File: src/kse_pkg.sv
// ----------------------------------------------------------------------------
// kse_pkg: shared types and constants for the key store
// Request codes, status codes, sequencer states and the request and response item layouts.
// ----------------------------------------------------------------------------
package kse_pkg;

	localparam int MaxEntriesDef = 16;
	localparam int KeyBitsDef    = 64;
	localparam int IdBitsDef     = 64;
	localparam int TimeBits      = 48;
	localparam int TtlBits       = 32;
	localparam int UseBits       = 16;
	localparam int ThreshBits    = 16;
	localparam logic [ThreshBits-1:0] ThreshReset = 16'd100;
	localparam logic [TimeBits-1:0]   TimeMax     = {TimeBits{1'b1}};
	localparam logic [UseBits-1:0]    UsesMax     = {UseBits{1'b1}};

	typedef enum logic [2:0] {
		REQ_GENERATE = 3'd0,
		REQ_GET      = 3'd1,
		REQ_ROTATE   = 3'd2,
		REQ_REVOKE   = 3'd3,
		REQ_INFO     = 3'd4
	} req_t;

	typedef enum logic [1:0] {
		ST_OK        = 2'd0,
		ST_NOT_FOUND = 2'd1,
		ST_EXPIRED   = 2'd2,
		ST_FULL      = 2'd3
	} status_t;

	typedef enum logic [2:0] {
		S_IDLE,
		S_SCAN,
		S_WAIT,
		S_ACT,
		S_OUT
	} state_t;

	typedef struct packed {
		logic [2:0]          req_type;
		logic [63:0]         key_id;
		logic [63:0]         fresh_id;
		logic [63:0]         fresh_key;
		logic [TtlBits-1:0]  ttl;
		logic [TimeBits-1:0] now;
	} req_item_t;

	typedef struct packed {
		logic [1:0]          status;
		logic [3:0]          entry_index;
		logic [63:0]         id_out;
		logic [63:0]         key_value;
		logic                entry_active;
		logic [UseBits-1:0]  use_count;
		logic [TimeBits-1:0] created_time;
		logic [TimeBits-1:0] expiry_time;
	} rsp_item_t;

endpackage

File: src/kse_mem.sv
// ----------------------------------------------------------------------------
// kse_mem: entry storage
// Synchronous RAM with one write port and one read port, one entry row per word; read data is registered.
// ----------------------------------------------------------------------------
module kse_mem #(
	parameter int Depth = kse_pkg::MaxEntriesDef,
	parameter int Width = 8
) (
	input  logic                     clk,
	input  logic                     we,
	input  logic [$clog2(Depth)-1:0] waddr,
	input  logic [Width-1:0]         wdata,
	input  logic [$clog2(Depth)-1:0] raddr,
	output logic [Width-1:0]         rdata
);
	logic [Width-1:0] mem [Depth];

	always_ff @(posedge clk) begin
		if (we) begin
			mem[waddr] <= wdata;
		end
		rdata <= mem[raddr];
	end
endmodule
File: config.mk
export PLATFORM = sky130hd
export DESIGN_NAME = kse_mem
export DESIGN_NICKNAME = d
export VERILOG_FILES = /design/src/kse_pkg.sv /design/src/kse_mem.sv
export SDC_FILE = /design/constraint.sdc
export NUM_CORES = 1
export LEC_CHECK = 0
export BUFFER_PORTS_ARGS = -buffer_cell sky130_fd_sc_hd__buf_2
export CORE_ASPECT_RATIO = 1.75
export CORE_MARGIN = 8
export CORE_UTILIZATION = 63
export CTS_BUF_LIST = sky130_fd_sc_hd__clkbuf_4
export DETAILED_ROUTE_END_ITERATION = 16
export PLACE_DENSITY = 0.79
export REMOVE_ABC_BUFFERS = 1
export SLEW_MARGIN = 10
export SYNTH_ARGS = -nofsm -noshare
export SYNTH_HDL_FRONTEND = slang
export SYNTH_SLANG_ARGS = --single-unit
File: constraint.sdc
create_clock -name clk -period 2.4 [get_ports clk]
set_clock_uncertainty 0.05 [all_clocks]
set_input_delay 0.24 -clock clk [delete_from_list [all_inputs] [get_ports clk]]
set_output_delay 0.24 -clock clk [all_outputs]
set_load 0.05 [all_outputs]
# Word-level counts from Yosys, hierarchy flattened
# Memories as Yosys holds them, arrays and structs flattened. A register that Yosys moved wholly into a read port is not among the register bits.
# Cells that the tools add are included.
# word_totals
register_bits	0
ram_bits	128
in_bits	18
out_inout_bits	8
elab_cells	3
n_memories	1
# mem_list
memory	words	word_bits	read_ports	rd_ports_with_merged_regs	write_ports	line_no	text
mem	16	8	1	1	1	kse_mem.sv:16	logic [Width-1:0] mem [Depth];
# classes
muxes	2
# op_table
op	count
$mux 1	2

# Logic depth before layout (Yosys ltp)
# depth
ltp_word	2
depth_mapped	5
mapped_depth_nobuf	3

# Least setup slack after synthesis
# No wires, ideal clock.
# synth_timing
kind	in2reg
from	in waddr[2]
to	mem mem[0][0] (enable)
setup_time_ps	383
t_arrival_ps	1350
t_required_ps	1967
setup_slack_ps	617
path_stages	2
n_path_buf	0
cell_sequence	or3b_2 nor3_1
# synth_lines
item	line_no	text
start, declared	kse_mem.sv:11	input logic [$clog2(Depth)-1:0] waddr,
end, declared	kse_mem.sv:16	
# Straight into the memory's write port.

# Worst setup path in the final report
# layout_timing
from	reg rdata[6] (read register of mem)
to	out rdata[6]
# layout_lines
item	line_no	text
start, declared	kse_mem.sv:14	output logic [Width-1:0] rdata
# No word-level cell between the ends.

==> impl_metrics.tcl <==
set metrics [dict create \
    drtIter0Drc 163 \
    fin_area_um2 5770 \
    drc 0 \
    p_leak_uw 0.00197 \
    drive_gt1_frac 0.305 \
    ys.flop_type "edfxtp_1" \
    h-tree-depth 4 \
    nets 300 \
    reg2reg_depth 3 \
    clock_sinks 136 \
    power.total_uw 4520 \
    grt_pass1_vias 2665 \
    io_buffers 25 \
    hold_start "wdata[1]" \
    slew_viol_final 0 \
    clock_latency_ns 0.50 \
    hold_path.class "in2reg" \
    synth_seq_cells 136 \
    path_clk_slew_ns 0.11 \
    cts.path.max_buffers 2 \
    cts_tree "done" \
    cts.repair.resized 0 \
    grt.overflow.total 0 \
    ys_seq_area_frac 0.778 \
    syn_area_um2 5150 \
    wl_per_cell_um 23.7 \
    drt-pass1-iter-count 5 \
    ios 26 \
    arrival_ns 1.12 \
    ys.warnings.count 0 \
    syn_inst 229 \
    synth_common_cells "edfxtp_1 (128), mux4_2 (18), a22oi_1 (16)" \
    path_buf_inv 1 \
    irDropWorstVdd_mv 0.600 \
    hold_end "mem[8][1]" \
    route.antenna.remaining_nets 0 \
    fin_setup_tns_ns 0 \
    cts_hold_buf 0 \
    power_density_nw_per_um2 784 \
    cts_buffers 17 \
    hpwl_mm 6.21 \
    coreArea_um2 7910 \
    finalCritPeriodShare 0.589 \
    antenna_found_initial 0 \
    vias_per_cell 6.23 \
    cp.required_ns 2.11 \
    reg2reg_to "rdata[2]" \
    grt_pass1_wl_mm 14.5 \
    grt_util_all_layers 0.174 \
    rsz0062_at_grt "no" \
    path_delay_family "flip-flops" \
    outcome "finished, final reports clean" \
    fill_cells 458 \
    fmax_mhz 707 \
    n_antenna_cell 0 \
    pre_cts_slack_ns 0.686 \
    slowest_stage "dfxtp_1" \
    path_cells "buf_2" \
    synth_cell_type_count 19 \
    finalSetupViolCount 0 \
    regArea_um2 4000 \
    grt_max_degree 33 \
    start_kind "flop" \
    fp.dieH_um 136 \
    worstMarginPinSlew_ns 0.706 \
    cp_max_fo 1 \
    synth_edf_count 128 \
    syn_to_final_growth_pct 12.2 \
    cts_root_buf "clkbuf_4" \
    crit_path_end_kind "output pin" \
    hold_ws_ns 0.0515 \
    synth_largest_area_cell "edfxtp_1" \
    post-synth-top-count-cell "edfxtp_1" \
    ys_top_cells_by_area "edfxtp_1 (75%), mux4_2 (7.9%), mux4_1 (7.1%), dfxtp_1 (3.1%), a22oi_1 (2.3%)" \
    worstSetupPathType "reg2out" \
    holdPathStages 1 \
    place_area_um2 5470 \
    dieArea_um2 11400 \
    cts_setup_buffers 0 \
    max_stage_delay_ns 0.36 \
    r2r-start "mem[2][2]" \
    multi_input_area_um2 1060 \
    row_count 43 \
    synthArstFlopShare 0 \
    synth_area_per_cell_um2 22.5 \
    start_util 0.651 \
    setup_slack_ns 0.986 \
    die-width_um 84.3 \
    wl_mm 9.11 \
    slew_headroom 0.529 \
    period_minus_slack_ns 1.41 \
    maxCapViolations 0 \
    routed-via-count 2398 \
    synth_top_cell_area_share 0.747 \
    r2r_slack_ns 1.01 \
    gp_congestion 0.777 \
    hold_violations 0 \
]
## final cells by class
class	instances	share of cell area
tap	90	0.0195
clock inverter	12	0.0271
timing repair buffer	44	0.0507
sequential	136	0.694
clock buffer	20	0.0260
multi-input combinational	83	0.183
## worst max path at each step
stage / from / end / depth (start not counted)
finish: rdata[6] / rdata[6] / 1
global route: rdata[6] / rdata[6] / 1
CTS: rdata[6] / rdata[6] / 1
detailed placement: raddr[0] / rdata[2] / 5
global placement: waddr[3] / mem[4][4] / 4
floorplan: waddr[2] / mem[0][0] / 2
## power breakdown
part / switching, uW / internal (uW) / total, uW
Combinational: 184 / 106 / 291
Clock: 727 / 842 / 1570
Sequential: 14.7 / 2650 / 2670
Total: 926 / 3600 / 4520
## flip-flops by register name, summed over array words and instances, names as in the netlist
name,count
rdata,8
mem,128
## layer usage
| layer | global-route usage | share of wire | up-vias |
|---|---|---|---|
| li1 | - | - | 1081 |
| met1 | 0.190 | 0.35 | 1200 |
| met2 | 0.298 | 0.57 | 105 |
| met3 | 0.0488 | 0.062 | 12 |
| met4 | 0.0958 | 0.017 | 0 |
| met5 | 0 | 0 | - |
## placed cells by master (no fill, tap or decap), drive strengths merged
cell / Yosys / routed
bufinv: 0 / 4
clkbuf: 0 / 20
nor2: 13 / 13
nor3: 4 / 4
nand3b: 2 / 2
and2b: 1 / 1
clkinvlp: 0 / 1
edfxtp: 128 / 128
nand3: 1 / 1
buf: 7 / 44
clkinv: 0 / 7
mux4: 32 / 32
and2: 1 / 1
nand2b: 2 / 2
nor2b: 1 / 1
a22oi: 16 / 16
nand2: 9 / 9
or3b: 1 / 1
dfxtp: 8 / 8
## cell families (layout without fill, tap and decap cells)
family,Yosys count,after routing,synth area share
flip-flops,136,136,0.778
AND/OR/NAND/NOR,35,35,0.0318
multiplexers,32,32,0.150
AO/OA/AOI/OAI,16,16,0.0233
buffers and inverters,10,76,0.0168
## through the flow
stage,instances,util
floorplan,219,-
CTS,385,0.730
finish,385,0.730
global route,385,0.730
global placement,353,0.691
detailed placement,353,0.691
No activity file was read; power rests on OpenSTA's default activity.
